==> src/rtl/cft_pkg.sv <==
`default_nettype none
// ----------------------------------------------------------------------------
// cft_pkg: shared types and constants of the CSV field tokenizer
// Result kinds, character codes and the controller/datapath command and
// status bundles.
// ----------------------------------------------------------------------------
package cft_pkg;

	localparam int REC_W = 9;

	typedef enum logic [1:0] {
		KIND_DATA   = 2'd0,
		KIND_FIELD  = 2'd1,
		KIND_RECORD = 2'd2
	} kind_t;

	localparam logic [7:0] CH_TAB    = 8'h09;
	localparam logic [7:0] CH_LF     = 8'h0A;
	localparam logic [7:0] CH_CR     = 8'h0D;
	localparam logic [7:0] CH_SPACE  = 8'h20;
	localparam logic [7:0] CH_QUOTE  = 8'h22;
	localparam logic [7:0] CH_HASH   = 8'h23;
	localparam logic [7:0] CH_COMMA  = 8'h2C;
	localparam logic [7:0] CH_BSLASH = 8'h5C;
	localparam logic [7:0] CH_N      = 8'h6E;
	localparam logic [7:0] CH_R      = 8'h72;
	localparam logic [7:0] CH_T      = 8'h74;

	typedef struct packed {
		logic latch;       // capture the accepted request
		logic use_held;    // work on the captured byte, not the port
		logic do_byte;     // run the byte step on the current byte
		logic do_eol;      // close the line, emit the record end
		logic rd_start;    // rewind the whitespace read index
		logic rd_issue;    // read one held whitespace byte
		logic flush_emit;  // emit the held byte just read
	} cmd_t;

	typedef struct packed {
		logic is_nl;
		logic cur_eot;
		logic need_flush;
		logic flush_last;
		logic out_free;
	} sts_t;

endpackage
`default_nettype wire

==> src/rtl/cft_if.sv <==
`default_nettype none
// ----------------------------------------------------------------------------
// cft_if: channel interfaces of the CSV field tokenizer
// Text byte channel and token result channel, valid/ready handshake.
// ----------------------------------------------------------------------------
interface cft_in_if;
	logic       valid;
	logic       ready;
	logic [7:0] in_byte;
	logic       end_of_text;

	modport source (output valid, output in_byte, output end_of_text, input ready);
	modport sink   (input valid, input in_byte, input end_of_text, output ready);
endinterface

interface cft_out_if;
	logic       valid;
	logic       ready;
	logic [1:0] kind;
	logic [7:0] data_byte;
	logic [7:0] field_number;
	logic       is_header;
	logic [8:0] fields_in_record;
	logic [8:0] widest_record;
	logic       space_overflow;
	logic       last_of_run;

	modport source (
		output valid, output kind, output data_byte, output field_number,
		output is_header, output fields_in_record, output widest_record,
		output space_overflow, output last_of_run, input ready
	);
	modport sink (
		input valid, input kind, input data_byte, input field_number,
		input is_header, input fields_in_record, input widest_record,
		input space_overflow, input last_of_run, output ready
	);
endinterface
`default_nettype wire

==> src/rtl/csv_field_tokenizer.sv <==
`default_nettype none
// ----------------------------------------------------------------------------
// csv_field_tokenizer: streaming CSV field tokenizer
// Splits a text byte stream into data bytes, field ends and record ends,
// with quoting, backslash escapes, header marks and whitespace trimming.
//
//   channel  modport  payload                                      request
//   text     sink     in_byte, end_of_text                          one byte
//   token    source   kind, data_byte, field_number, is_header,     one result
//                     fields_in_record, widest_record,
//                     space_overflow, last_of_run
//
// A plain byte is parsed in the cycle that accepts it. A byte that releases
// held whitespace passes through the accept step, one buffer read and one
// result slot per held byte, and a step for the byte itself. End of text
// on a byte other than newline adds a step for the record end. Reset
// needs no clearing pass.
// The single result register stalls the text side while a result waits.
// ----------------------------------------------------------------------------
module csv_field_tokenizer import cft_pkg::*; #(
	parameter int SPACE_DEPTH = 16,
	parameter int MAX_FIELDS  = 256
) (
	input wire logic  clk,
	input wire logic  arst_n,
	cft_in_if.sink    text,
	cft_out_if.source token
);

	cmd_t cmd;
	sts_t sts;

	cft_ctrl u_ctrl (
		.clk        (clk),
		.arst_n     (arst_n),
		.text_valid (text.valid),
		.text_ready (text.ready),
		.sts        (sts),
		.cmd        (cmd)
	);

	cft_dp #(
		.SPACE_DEPTH (SPACE_DEPTH),
		.MAX_FIELDS  (MAX_FIELDS)
	) u_dp (
		.clk         (clk),
		.arst_n      (arst_n),
		.in_byte     (text.in_byte),
		.end_of_text (text.end_of_text),
		.cmd         (cmd),
		.sts         (sts),
		.token       (token)
	);

endmodule
`default_nettype wire

==> src/rtl/cft_ram.sv <==
`default_nettype none
// ----------------------------------------------------------------------------
// cft_ram: generic single-write, single-read RAM
// One write port, one read port with registered read data.
// ----------------------------------------------------------------------------
module cft_ram #(
	parameter int WIDTH = 8,
	parameter int DEPTH = 16,
	localparam int AW = (DEPTH > 1) ? $clog2(DEPTH) : 1
) (
	input  wire logic             clk,
	input  wire logic             wr_en,
	input  wire logic [AW-1:0]    wr_addr,
	input  wire logic [WIDTH-1:0] wr_data,
	input  wire logic             rd_en,
	input  wire logic [AW-1:0]    rd_addr,
	output logic      [WIDTH-1:0] rd_data
);

	logic [WIDTH-1:0] mem_q [DEPTH];

	always_ff @(posedge clk) begin
		if (wr_en) begin
			mem_q[wr_addr] <= wr_data;
		end
		if (rd_en) begin
			rd_data <= mem_q[rd_addr];
		end
	end

endmodule
`default_nettype wire

==> src/rtl/cft_ctrl.sv <==
`default_nettype none
// ----------------------------------------------------------------------------
// cft_ctrl: sequencer of the CSV field tokenizer
// Accepts text bytes, walks held whitespace out of the buffer and closes
// lines, driving the datapath by command bits.
// ----------------------------------------------------------------------------
module cft_ctrl import cft_pkg::*; (
	input  wire logic clk,
	input  wire logic arst_n,
	input  wire logic text_valid,
	output logic      text_ready,
	input  wire sts_t sts,
	output cmd_t      cmd
);

	typedef enum logic [2:0] {
		S_IDLE,
		S_FLUSH_RD,
		S_FLUSH_WR,
		S_BYTE,
		S_EOL
	} state_t;

	state_t state_q, state_d;

	always_comb begin
		cmd        = '0;
		state_d    = state_q;
		text_ready = 1'b0;
		case (state_q)
			S_IDLE: begin
				text_ready = sts.out_free;
				if (text_valid && sts.out_free) begin
					cmd.latch = 1'b1;
					if (sts.is_nl) begin
						cmd.do_eol = 1'b1;
					end else if (sts.need_flush) begin
						cmd.rd_start = 1'b1;
						state_d      = S_FLUSH_RD;
					end else begin
						cmd.do_byte = 1'b1;
						if (sts.cur_eot) begin
							state_d = S_EOL;
						end
					end
				end
			end
			S_FLUSH_RD: begin
				cmd.use_held = 1'b1;
				cmd.rd_issue = 1'b1;
				state_d      = S_FLUSH_WR;
			end
			S_FLUSH_WR: begin
				cmd.use_held = 1'b1;
				if (sts.out_free) begin
					cmd.flush_emit = 1'b1;
					state_d        = sts.flush_last ? S_BYTE : S_FLUSH_RD;
				end
			end
			S_BYTE: begin
				cmd.use_held = 1'b1;
				if (sts.out_free) begin
					cmd.do_byte = 1'b1;
					state_d     = sts.cur_eot ? S_EOL : S_IDLE;
				end
			end
			S_EOL: begin
				cmd.use_held = 1'b1;
				if (sts.out_free) begin
					cmd.do_eol = 1'b1;
					state_d    = S_IDLE;
				end
			end
			default: begin
				state_d = S_IDLE;
			end
		endcase
	end

	always_ff @(posedge clk or negedge arst_n) begin
		if (!arst_n) begin
			state_q <= S_IDLE;
		end else begin
			state_q <= state_d;
		end
	end

	a_cmd_excl: assert property (@(posedge clk) disable iff (!arst_n)
		$onehot0({cmd.do_byte, cmd.do_eol, cmd.rd_start, cmd.rd_issue, cmd.flush_emit}))
		else $error("cft_ctrl: more than one datapath action in a cycle");

	a_eol_eot: assert property (@(posedge clk) disable iff (!arst_n)
		(state_q == S_EOL) |-> sts.cur_eot)
		else $error("cft_ctrl: record-end state without end of text");

	a_wr_after_rd: assert property (@(posedge clk) disable iff (!arst_n)
		(state_q == S_FLUSH_WR && $past(state_q) != S_FLUSH_WR)
			|-> $past(state_q) == S_FLUSH_RD)
		else $error("cft_ctrl: buffer emit without a preceding read");

endmodule
`default_nettype wire

==> src/rtl/cft_dp.sv <==
`default_nettype none
// ----------------------------------------------------------------------------
// cft_dp: datapath of the CSV field tokenizer
// Line and quote state, field and width counters, the whitespace buffer
// and the result register.
// ----------------------------------------------------------------------------
module cft_dp import cft_pkg::*; #(
	parameter int SPACE_DEPTH = 16,
	parameter int MAX_FIELDS  = 256
) (
	input  wire logic       clk,
	input  wire logic       arst_n,
	input  wire logic [7:0] in_byte,
	input  wire logic       end_of_text,
	input  wire cmd_t       cmd,
	output sts_t            sts,
	cft_out_if.source       token
);

	localparam int AW = (SPACE_DEPTH > 1) ? $clog2(SPACE_DEPTH) : 1;
	localparam int CW = $clog2(SPACE_DEPTH + 1);
	localparam int FW = $clog2(MAX_FIELDS);
	localparam int NW = ((FW > REC_W) ? FW : REC_W) + 1;
	localparam logic [FW-1:0] FC_MAX = FW'(MAX_FIELDS - 1);

	// held request
	logic [7:0]       byte_q;
	logic             eot_q;
	// line state
	logic             quoting_q, escaping_q, line_start_q, header_q, overflow_q;
	logic [FW-1:0]    fc_q;
	logic [REC_W-1:0] widest_q;
	logic [CW-1:0]    pcount_q;
	logic [AW-1:0]    idx_q;
	// result register
	logic             ovalid_q;
	kind_t            okind_q;
	logic [7:0]       odata_q, ofield_q;
	logic             ohdr_q, oovf_q, olast_q;
	logic [REC_W-1:0] orec_q, owide_q;

	logic [7:0]       cur_b, ram_rd;
	logic             cur_eot, cur_ws, out_free;
	logic [NW-1:0]    fc_wide, rec_n;
	logic [7:0]       field_num;
	logic [REC_W-1:0] rec_sat, wide_max;
	logic             p_emit, p_toggle, p_esc_set, p_esc_clr, p_fc_inc;
	kind_t            p_kind;
	logic [7:0]       p_data;
	logic             bs_parse, bs_push, bs_hash, bs_clear;
	logic             push_ok, flush_last, flush_tail;
	logic             load;
	kind_t            l_kind;
	logic [7:0]       l_data;
	logic [REC_W-1:0] l_rec, l_wide;
	logic             l_last;

	cft_ram #(.WIDTH(8), .DEPTH(SPACE_DEPTH)) u_space (
		.clk     (clk),
		.wr_en   (cmd.do_byte && bs_push && push_ok),
		.wr_addr (pcount_q[AW-1:0]),
		.wr_data (cur_b),
		.rd_en   (cmd.rd_issue),
		.rd_addr (idx_q),
		.rd_data (ram_rd)
	);

	always_comb begin
		cur_b   = cmd.use_held ? byte_q : in_byte;
		cur_eot = cmd.use_held ? eot_q : end_of_text;
		cur_ws  = cur_b inside {CH_SPACE, [CH_TAB:CH_CR]};

		fc_wide   = NW'(fc_q);
		field_num = (fc_wide > NW'(255)) ? 8'hFF : fc_wide[7:0];
		rec_n     = fc_wide + NW'(1);
		rec_sat   = (rec_n > NW'(511)) ? 9'h1FF : rec_n[REC_W-1:0];
		wide_max  = (rec_sat > widest_q) ? rec_sat : widest_q;

		// parse of one byte against the quote state
		p_emit    = 1'b0;
		p_kind    = KIND_DATA;
		p_data    = cur_b;
		p_toggle  = 1'b0;
		p_esc_set = 1'b0;
		p_esc_clr = 1'b0;
		p_fc_inc  = 1'b0;
		if (escaping_q) begin
			p_esc_clr = 1'b1;
			p_emit    = 1'b1;
			case (cur_b)
				CH_T:    p_data = CH_TAB;
				CH_R:    p_data = CH_CR;
				CH_N:    p_data = CH_LF;
				default: p_data = cur_b;
			endcase
		end else begin
			case (cur_b)
				CH_QUOTE: begin
					p_toggle = 1'b1;
				end
				CH_BSLASH: begin
					p_esc_set = quoting_q;
					p_emit    = !quoting_q;
				end
				CH_COMMA: begin
					p_emit = 1'b1;
					if (!quoting_q) begin
						p_kind   = KIND_FIELD;
						p_data   = 8'h00;
						p_fc_inc = 1'b1;
					end
				end
				default: begin
					p_emit = 1'b1;
				end
			endcase
		end

		// byte step: skip leading blanks, mark a leading hash as header, hold trailing ones, parse the rest
		bs_parse = 1'b0;
		bs_push  = 1'b0;
		bs_hash  = 1'b0;
		bs_clear = 1'b0;
		if (line_start_q) begin
			if (!cur_ws) begin
				bs_hash  = (cur_b == CH_HASH);
				bs_parse = (cur_b != CH_HASH);
			end
		end else if (cur_ws) begin
			bs_push = 1'b1;
		end else begin
			bs_parse = 1'b1;
			bs_clear = 1'b1;
		end
		push_ok = (pcount_q != CW'(SPACE_DEPTH));

		// the last held byte closes the step only if the byte behind it is silent
		flush_last = ((CW'(idx_q) + CW'(1)) == pcount_q);
		flush_tail = flush_last && !eot_q &&
			(byte_q == CH_QUOTE || (byte_q == CH_BSLASH && quoting_q));

		out_free = !ovalid_q || token.ready;

		sts.is_nl      = (cur_b == CH_LF);
		sts.cur_eot    = cur_eot;
		sts.need_flush = !sts.is_nl && !line_start_q && !cur_ws && (pcount_q != '0);
		sts.flush_last = flush_last;
		sts.out_free   = out_free;

		load   = cmd.do_eol || cmd.flush_emit || (cmd.do_byte && bs_parse && p_emit);
		l_kind = p_kind;
		l_data = p_data;
		l_rec  = '0;
		l_wide = widest_q;
		l_last = !cur_eot;
		if (cmd.do_eol) begin
			l_kind = KIND_RECORD;
			l_data = 8'h00;
			l_rec  = rec_sat;
			l_wide = wide_max;
			l_last = 1'b1;
		end else if (cmd.flush_emit) begin
			l_kind = KIND_DATA;
			l_data = ram_rd;
			l_last = flush_tail;
		end
	end

	always_ff @(posedge clk or negedge arst_n) begin
		if (!arst_n) begin
			quoting_q    <= 1'b0;
			escaping_q   <= 1'b0;
			line_start_q <= 1'b1;
			header_q     <= 1'b0;
			overflow_q   <= 1'b0;
			fc_q         <= '0;
			widest_q     <= '0;
			pcount_q     <= '0;
			idx_q        <= '0;
			ovalid_q     <= 1'b0;
		end else begin
			if (load) begin
				ovalid_q <= 1'b1;
			end else if (token.ready) begin
				ovalid_q <= 1'b0;
			end

			if (cmd.rd_start) begin
				idx_q <= '0;
			end
			if (cmd.flush_emit) begin
				idx_q      <= idx_q + AW'(1);
				escaping_q <= 1'b0;
			end

			if (cmd.do_byte) begin
				if (line_start_q && !cur_ws) begin
					line_start_q <= 1'b0;
				end
				if (bs_hash) begin
					header_q <= 1'b1;
				end
				if (bs_push) begin
					if (push_ok) begin
						pcount_q <= pcount_q + CW'(1);
					end else begin
						overflow_q <= 1'b1;
					end
				end
				if (bs_clear) begin
					pcount_q <= '0;
				end
				if (bs_parse) begin
					quoting_q <= quoting_q ^ p_toggle;
					if (p_esc_set) begin
						escaping_q <= 1'b1;
					end else if (p_esc_clr) begin
						escaping_q <= 1'b0;
					end
					if (p_fc_inc && fc_q != FC_MAX) begin
						fc_q <= fc_q + FW'(1);
					end
				end
			end

			if (cmd.do_eol) begin
				// a new text starts a fresh width count
				widest_q     <= cur_eot ? '0 : wide_max;
				quoting_q    <= 1'b0;
				escaping_q   <= 1'b0;
				fc_q         <= '0;
				pcount_q     <= '0;
				line_start_q <= 1'b1;
				header_q     <= 1'b0;
			end
		end
	end

	always_ff @(posedge clk) begin
		if (cmd.latch) begin
			byte_q <= in_byte;
			eot_q  <= end_of_text;
		end
		if (load) begin
			okind_q  <= l_kind;
			odata_q  <= l_data;
			ofield_q <= field_num;
			ohdr_q   <= header_q;
			orec_q   <= l_rec;
			owide_q  <= l_wide;
			oovf_q   <= overflow_q;
			olast_q  <= l_last;
		end
	end

	assign token.valid            = ovalid_q;
	assign token.kind             = okind_q;
	assign token.data_byte        = odata_q;
	assign token.field_number     = ofield_q;
	assign token.is_header        = ohdr_q;
	assign token.fields_in_record = orec_q;
	assign token.widest_record    = owide_q;
	assign token.space_overflow   = oovf_q;
	assign token.last_of_run      = olast_q;

	a_load_free: assert property (@(posedge clk) disable iff (!arst_n)
		load |-> (!ovalid_q || token.ready))
		else $error("cft_dp: result overwritten before it was taken");

	a_flush_nonempty: assert property (@(posedge clk) disable iff (!arst_n)
		cmd.flush_emit |-> (pcount_q != '0) && (CW'(idx_q) < pcount_q))
		else $error("cft_dp: buffer read past the held whitespace");

	a_eol_clean: assert property (@(posedge clk) disable iff (!arst_n)
		cmd.do_eol |=> line_start_q && !quoting_q && !escaping_q && (pcount_q == '0))
		else $error("cft_dp: line state not cleared at record end");

endmodule
`default_nettype wire

==> src/flat_wrapper.sv <==
// flat-port wrapper written by rule: the top's interface ports become plain ports
module csv_field_tokenizer_flat import cft_pkg::*;
#(
	parameter int SPACE_DEPTH = 16,
	parameter int MAX_FIELDS  = 256
)
  (clk, arst_n, text_valid, text_in_byte, text_end_of_text, text_ready, token_valid, token_kind, token_data_byte, token_field_number, token_is_header, token_fields_in_record, token_widest_record, token_space_overflow, token_last_of_run, token_ready);
  cft_in_if text_i ();
  cft_out_if token_i ();
  input wire logic clk;
  input wire logic arst_n;
  input wire logic [$bits(text_i.valid)-1:0] text_valid;
  input wire logic [$bits(text_i.in_byte)-1:0] text_in_byte;
  input wire logic [$bits(text_i.end_of_text)-1:0] text_end_of_text;
  output wire logic [$bits(text_i.ready)-1:0] text_ready;
  output wire logic [$bits(token_i.valid)-1:0] token_valid;
  output wire logic [$bits(token_i.kind)-1:0] token_kind;
  output wire logic [$bits(token_i.data_byte)-1:0] token_data_byte;
  output wire logic [$bits(token_i.field_number)-1:0] token_field_number;
  output wire logic [$bits(token_i.is_header)-1:0] token_is_header;
  output wire logic [$bits(token_i.fields_in_record)-1:0] token_fields_in_record;
  output wire logic [$bits(token_i.widest_record)-1:0] token_widest_record;
  output wire logic [$bits(token_i.space_overflow)-1:0] token_space_overflow;
  output wire logic [$bits(token_i.last_of_run)-1:0] token_last_of_run;
  input wire logic [$bits(token_i.ready)-1:0] token_ready;
  assign text_i.valid = text_valid;
  assign text_i.in_byte = text_in_byte;
  assign text_i.end_of_text = text_end_of_text;
  assign text_ready = text_i.ready;
  assign token_valid = token_i.valid;
  assign token_kind = token_i.kind;
  assign token_data_byte = token_i.data_byte;
  assign token_field_number = token_i.field_number;
  assign token_is_header = token_i.is_header;
  assign token_fields_in_record = token_i.fields_in_record;
  assign token_widest_record = token_i.widest_record;
  assign token_space_overflow = token_i.space_overflow;
  assign token_last_of_run = token_i.last_of_run;
  assign token_i.ready = token_ready;
  csv_field_tokenizer #(.SPACE_DEPTH(SPACE_DEPTH), .MAX_FIELDS(MAX_FIELDS)) u_core (.clk(clk), .arst_n(arst_n), .text(text_i), .token(token_i));
endmodule
==> config.mk <==
export PLATFORM = sky130hd
export DESIGN_NAME = csv_field_tokenizer_flat
export DESIGN_NICKNAME = d
export VERILOG_FILES = /design/src/rtl/cft_pkg.sv /design/src/rtl/cft_if.sv /design/src/rtl/csv_field_tokenizer.sv /design/src/rtl/cft_ram.sv /design/src/rtl/cft_ctrl.sv /design/src/rtl/cft_dp.sv /design/src/flat_wrapper.sv
export SDC_FILE = /design/constraint.sdc
export NUM_CORES = 1
export LEC_CHECK = 0
export CORE_MARGIN = 2
export CORE_UTILIZATION = 40
export DETAILED_ROUTE_END_ITERATION = 10
export DONT_BUFFER_PORTS = 1
export GPL_TIMING_DRIVEN = 1
export SLEW_MARGIN = 15
export SYNTH_ARGS = -nofsm -noshare
export SYNTH_HDL_FRONTEND = slang
export SYNTH_SLANG_ARGS = --single-unit
export TNS_END_PERCENT = 100
==> constraint.sdc <==
create_clock -name clk -period 9.8 [get_ports clk]
set_input_delay 1.96 -clock clk [delete_from_list [all_inputs] [get_ports clk]]
set_output_delay 1.96 -clock clk [all_outputs]
set_load 0.01 [all_outputs]
**Word level (Yosys, flattened, before mapping)**

Memory sizes are Yosys's and may differ from the RTL's. A register that Yosys moved wholly into a read port is not among the register bits.
Index checks and enable logic that the tools add are counted.

- Register bits: 83
- Memory bits (writable): 128
- Bits of input ports: 13
- Output and inout port bits: 41
- Logic and storage cells: 196
- Memories kept: 1

Memory list:

| memory | words | bits a word | rd ports | clocked after memory_dff | wr ports | line | text |
|---|---|---|---|---|---|---|---|
| u_core.u_dp.u_space.mem_q | 16 | 8 | 1 | 1 | 1 | cft_ram.sv:20 | `logic [WIDTH-1:0] mem_q [DEPTH];` |

- $add $sub $neg: 5
- Magnitude comparators: 4
- Eq/ne operators: 25
- Mux-type cells: 90
- Bitwise gates (word level): 3
- Reductions and logical operators: 46

Operators by type and width:

| kind | count |
|---|---|
| two-way mux 8 bit | 9 |
| two-way mux 1 bit | 54 |
| == test 8 x 6 -> 1 bit (second input constant) | 5 |
| == test 8 x 7 -> 1 bit (second input constant) | 5 |
| two-way mux 9 bit | 4 |
| two-way mux 3 bit | 9 |
| two-way mux 5 bit | 5 |
| one-hot mux 8 bit (3 select lines) | 1 |
| nonzero test 2 bit | 8 |
| one-hot mux 3 bit (5 select lines) | 1 |
| logical AND 1 bit | 14 |
| != test 2 bit (second input constant) | 5 |
| adder 8 x 1 -> 9 bit (second input constant) | 1 |
| > comparator 9 bit | 1 |
| > comparator 9 bit (second input constant) | 1 |
| AND reduction 3 bit | 3 |
| adder 8 x 1 -> 8 bit (second input constant) | 1 |
| == test 8 x 4 -> 1 bit (second input constant) | 1 |
| >= comparator 8 x 4 -> 1 bit (second input constant) | 1 |
| less-or-equal comparator 8 x 4 -> 1 bit (second input constant) | 1 |
| two-way mux 4 bit | 2 |
| != test 8 x 6 -> 1 bit (second input constant) | 1 |
| != test 8 bit (second input constant) | 1 |
| OR reduction 4 bit | 2 |
| other kinds (20) | 37 |

**Depth between registers and ports, before layout**

- Word-level depth: 18
- Depth in mapped cells: 14
- Depth with buffers taken out: 13

**Hierarchy**

A second synthesis with hierarchy kept.

- Cell total of the unflattened synthesis: 655
- Area, all modules: 9774.4 µm²

By module, submodules not included:

| module | instances | cells an instance | area each (µm²) | seq. area each (µm²) |
|---|---|---|---|---|
| cft_ram | 1 | 229 | 5227.5 | 4083.9 |
| cft_dp | 1 | 394 | 4280.4 | 2243.4 |
| cft_ctrl | 1 | 32 | 266.5 | 75.1 |

**Least setup slack after synthesis**

OpenSTA, ideal clock, no wires.

- Path type: input -> register
- Start: input port text_valid
- End: register u_core.u_dp.ovalid_q (netlist: u_core.u_dp.token.valid)
- Setup time: 93 ps
- Arrival: 9014 ps
- Slack: 693 ps
- Stages: 7
- Path buffers: 0
- Cell sequence: or3b_2 nor3_1 o21ai_0 o211ai_1 nand3_1 o311ai_0 or2_2

- Longest elaborated chain between the ends: 7

RTL lines:

| element | line | text |
|---|---|---|
| from (decl) | flat_wrapper.sv:12 | `input wire logic [$bits(text_i.valid)-1:0] text_valid;` |
| logical AND 1 bit (*) | cft_ctrl.sv:33 | `if (text_valid && sts.out_free) begin` |
| two-way mux 3 bit (*) | cft_ctrl.sv:33 |  |
| one-hot mux 1 bit (2 select lines) | cft_ctrl.sv:30 | `case (state_q)` |
| logical AND 1 bit (2 in a row) | cft_dp.sv:150 | `load = cmd.do_eol \|\| cmd.flush_emit \|\| (cmd.do_byte && bs_parse && p_emit);` |
| logical OR 1 bit (*) | cft_dp.sv:150 |  |
| named net u_core.u_dp.load | cft_dp.sv:52 | `logic load;` |
| two-way mux 1 bit / nonzero test 2 bit (equally long branches) | - |  |
| to (signal assigned) | cft_dp.sv:180 | `ovalid_q <= 1'b0;` |
| to (signal assigned) | cft_dp.sv:183 | `ovalid_q <= 1'b1;` |
| to (signal assigned) | cft_dp.sv:185 | `ovalid_q <= 1'b0;` |
| to (decl) | cft_dp.sv:36 | `logic ovalid_q;` |

The timed path passes the listed nets; every way through them passes the cells marked *.
A chain may end at the register's enable or synchronous reset.

**Final worst setup path**

- Start: input port token_ready
- End: output port text_ready

- Longest elaborated chain between the ends: 2

RTL lines:

| element | line | text |
|---|---|---|
| from (decl) | flat_wrapper.sv:25 | `input wire logic [$bits(token_i.ready)-1:0] token_ready;` |
| logical OR 1 bit | cft_dp.sv:142 | `out_free = !ovalid_q \|\| token.ready;` |
| two-way mux 1 bit | cft_ctrl.sv:30 |  |
| to (decl) | flat_wrapper.sv:15 | `output wire logic [$bits(text_i.ready)-1:0] text_ready;` |

No other way between the ends.

==> impl_metrics.py <==
metrics = {
    "logic_synthesis": {
        "mappedNetlistNets": 758,
        "yosys_register_bits": 219,
        "synth_cells": 729,
        "yosys-top-cells-count": "sky130_fd_sc_hd__edfxtp_1, sky130_fd_sc_hd__nand2_1, sky130_fd_sc_hd__o21ai_0",
        "synth_sequential_area_ratio_pct": 65.0,
        "ys.warnings.count": 0,
        "share_of_flip_flops_with_an_asynchronous_set_or_reset_pct": 16.0,
        "synth.lib_cells_used.distinct": 72,
        "main_flop_type_after_synthesis": "sky130_fd_sc_hd__edfxtp_1",
        "yosys-top-cells-area": "sky130_fd_sc_hd__edfxtp_1, sky130_fd_sc_hd__dfrtp_1, sky130_fd_sc_hd__mux4_2",
        "synthMostInstantiatedCell": "sky130_fd_sc_hd__edfxtp_1",
        "synth.avg_cell_area_um2": 13.5,
        "netlist.top_cell.by_area": "sky130_fd_sc_hd__edfxtp_1",
        "synthesis.area_um2": 9850,
        "count_of_flip_flops_with_a_built_in_enable_after_synthesis": 184,
        "synth_top_area_share_pct": 56.1,
    },
    "clock_tree": {
        "clock_tree_from_tritoncts": "done",
        "cts.path.max_buffers": 3,
        "clock_pin_transition_on_the_worst_setup_and_hold_timing_paths_ns": 0.06,
        "clock_tree.root_cell": "sky130_fd_sc_hd__clkbuf_16",
        "post_cts_resize_count": 0,
        "ctsHoldBuffers": 0,
        "cts_post_setup_buffers_inserted": 0,
        "clock_sink_count": 219,
        "h_tree_lvl_count": 1,
        "tritoncts.num_buffers": 23,
        "clk-insertion-delay-late_ns": 0.52,
    },
    "timing": {
        "timing.slew.headroom_pct": 19.7,
        "layout_min_cycle_time_ns": 4.70,
        "finalClockSkew_ns": 0.0191,
        "number_of_hold_violations_in_the_final_report": 0,
        "achievable-frequency_mhz": 213,
        "hold_slack_ns": 0.476,
        "grt_setup_unrepaired": "no",
        "timing_max_transition_violations_final": 0,
        "final.period_utilization_pct": 48.0,
        "fin_tns_setup_ns": 0,
        "worstMarginPinSlew_ns": 1.20,
        "setup_viol_count_final": 0,
    },
    "global_routing": {
        "globalRouteTotalUtil_pct": 17.4,
        "grt_first_pass_wirelength_um": 35000,
        "via_count_of_the_first_global_routing_pass": 5939,
        "grt_remaining_overflow": 0,
        "antenna_violations_before_repair": 0,
        "grt_start_max_net_pins": 54,
    },
    "power": {
        "cellPowerDensity_nw_per_um2": 292,
        "relative_contribution_of_sequential_cells_to_total_power_pct": 46.1,
        "power_internal_uw": 2070,
        "power_leakage_uw": 0.00385,
        "vdd_drop_max_mv": 0.187,
        "power_switching_uw": 1120,
        "power_frac_comb_pct": 28.9,
        "switching_share_pct": 35.1,
        "clock_power_share_pct": 25.0,
    },
    "min_path": {
        "hp-start": "u_core.u_dp.overflow_q$_DFFE_PN0P_",
        "worstHoldPathType": "reg -> reg",
    },
    "floorplanning": {
        "core.rowCount": 57,
        "floorplan.die_area_um2": 25900,
        "area_of_the_core_region_um2": 24200,
        "floorplan.initialDensity_pct": 40.6,
        "fp.dieW_um": 161,
        "die_height_um": 161,
        "number_of_ports_placed_on_the_die_boundary": 54,
    },
    "setup_path": {
        "timing.critical_path.to_type": "output port",
        "worst_ep_required_time_ns": 7.84,
        "timing_worst_setup_path_type": "in -> out",
        "critical_path_peak_fanout": 12,
        "timing.critical_path.slowest_cell_delay_ns": 0.58,
        "worst-path-buf-inv": 0,
        "reg2reg_from": "u_core.u_ctrl.state_q[1]$_DFFE_PN0P_",
        "setup.worst_path.start_class": "input pin",
        "critical_path.cell_chain": "nor2b_1 > nor4_1",
        "cp-startpoint": "token_ready",
        "critPathTopFamily": "simple AND/OR/NAND/NOR gates",
        "worst_ep_arrival_time_ns": 2.74,
        "cpMaxStageDelayCell": "sky130_fd_sc_hd__nor2b_1",
    },
    "layout": {
        "area.growth.synth_to_final_pct": 10.7,
        "design.final.nets": 761,
        "layout.area.seq_um2": 6400,
        "multi_input_comb_area_um2": 3170,
        "num_antenna_cells": 0,
        "drive_gt1_share_pct": 13.9,
        "filler_cell_count": 2162,
    },
    "job": {
        "cap_viol_max_count": 0,
    },
    "detailed_routing": {
        "routed-via-count": 6117,
        "drcViolationCount": 0,
        "drtIter0Drc": 589,
        "detail_route.first_pass.iterations": 4,
        "drt-wirelength-per-cell_um": 20.9,
        "final_antenna_net_count": 0,
        "via_per_inst": 5.70,
        "wl_um": 22400,
    },
    "placed_design": {
        "place.port_buffers": 0,
        "dpl.hpwl_um": 15100,
        "place.gp.congestion": 0.931,
    },
    "status": {
        "status": "finished, final reports clean",
    },
}
==> power by group through the flow <==
stage,Clock [µW],Combinational (µW),Sequential [µW]
finish,797,921,1470
global placement,0,907,1480
detailed placement,0,927,1490
CTS,814,928,1470
global route,854,1020,1490
floorplan,0,696,1430
==> final timing paths <==
check	cells past startpoint	slack (ns)	to
setup / recovery	2	5.10	text_ready
hold / removal	0	0.48	u_core.u_dp.token.space_overflow$_DFFE_PP_
setup reg to reg	7	5.63	u_core.u_dp.token.data_byte[6]$_SDFFCE_PP0P_
hold reg to reg	0	0.48	u_core.u_dp.token.space_overflow$_DFFE_PP_
max in group asynchronous	0	8.49	u_core.u_dp.line_start_q$_DFFE_PN1P_
min in group asynchronous	0	1.13	u_core.u_dp.header_q$_DFFE_PN0P_
==> routing by layer <==
| metal | share of wire (%) | vias up | track usage, % |
|---|---|---|---|
| met5 | 0 | - | 0 |
| met4 | 2.3 | 0 | 4.55 |
| met3 | 6.0 | 35 | 2.71 |
| met2 | 47 | 205 | 27.8 |
| met1 | 45 | 3064 | 25.1 |
| li1 | - | 2813 | - |
==> worst reg2reg max path: cells and delay by family, from the launching register on <==
family | cells | cell delay (ns)
compound gates | 4 | 1.80
buf+inv | 1 | 0.48
flops | 1 | 0.57
simple gates | 2 | 0.91
==> logic make-up (layout without fill, tap and decap cells) <==
logic type / after synthesis / after routing / share of synthesized area [%]
flip-flops: 219 / 219 / 65.0
AND/OR/NAND/NOR: 211 / 211 / 11.0
AO/OA/AOI/OAI: 146 / 146 / 10.3
buffers and inverters: 72 / 92 / 3.02
multiplexers: 55 / 55 / 7.75
adder cells (fa/ha/maj): 16 / 16 / 2.03
XOR/XNOR: 10 / 10 / 0.889
==> registers in the layout, indices dropped and copies added, names as in the netlist, 2 cells and up <==
| signal | cells |
|---|---|
| u_core.u_dp.u_space.mem_q | 128 |
| u_core.u_dp.token.kind | 2 |
| u_core.u_dp.fc_q | 8 |
| u_core.u_dp.widest_q | 9 |
| u_core.u_dp.byte_q | 8 |
| u_core.u_dp.token.field_number | 8 |
| u_core.u_dp.token.widest_record | 9 |
| u_core.u_dp.token.fields_in_record | 9 |
| u_core.u_dp.idx_q | 4 |
| u_core.u_ctrl.state_q | 3 |
| u_core.u_dp.token.data_byte | 8 |
| u_core.u_dp.u_space.rd_data | 8 |
| u_core.u_dp.pcount_q | 5 |
==> cells in the final DEF (no fill, tap or decap), drive strengths merged, types with 4 or more instances in the layout <==
master	count
edfxtp	184
nand2	62
o21ai	43
nor2	39
inv	36
dfrtp	34
clkbuf	34
a21oi	30
mux2i	29
nor3	19
nand3	18
nor4	17
mux4	16
ha	16
buf	15
a22oi	11
mux2	10
a221oi	9
o221a	8
or3	8
xnor2	7
clkinv	7
or2	6
and3	5
o21a	5
nor2b	5
nand4	5
nand2b	5
or4b	4
nand4b	4
or4	4
==> through the flow <==
stage	utilization, %	setup WS (ns)	cells	total power, µW	instance area [µm²]
3_5_place_dp	42.1	4.70	1031	2420	10200
4_1_cts	44.9	5.09	1073	3210	10900
6_report	45.0	5.10	1073	3190	10900
2_1_floorplan	-	0.693	729	2130	9850
5_1_grt	45.0	4.92	1073	3360	10900
3_3_place_gp	42.1	4.78	1031	2390	10200
==> cell type report <==
class,instances,share of cell area [%]
inverters,35,1.22
multi-input cells,438,29.0
clock inverters,8,0.459
clock buffers,34,5.84
well taps,324,3.72
repair buffers,15,1.03
flip-flops and latches,219,58.7
Note: power is estimated with default switching activity, not from simulation.
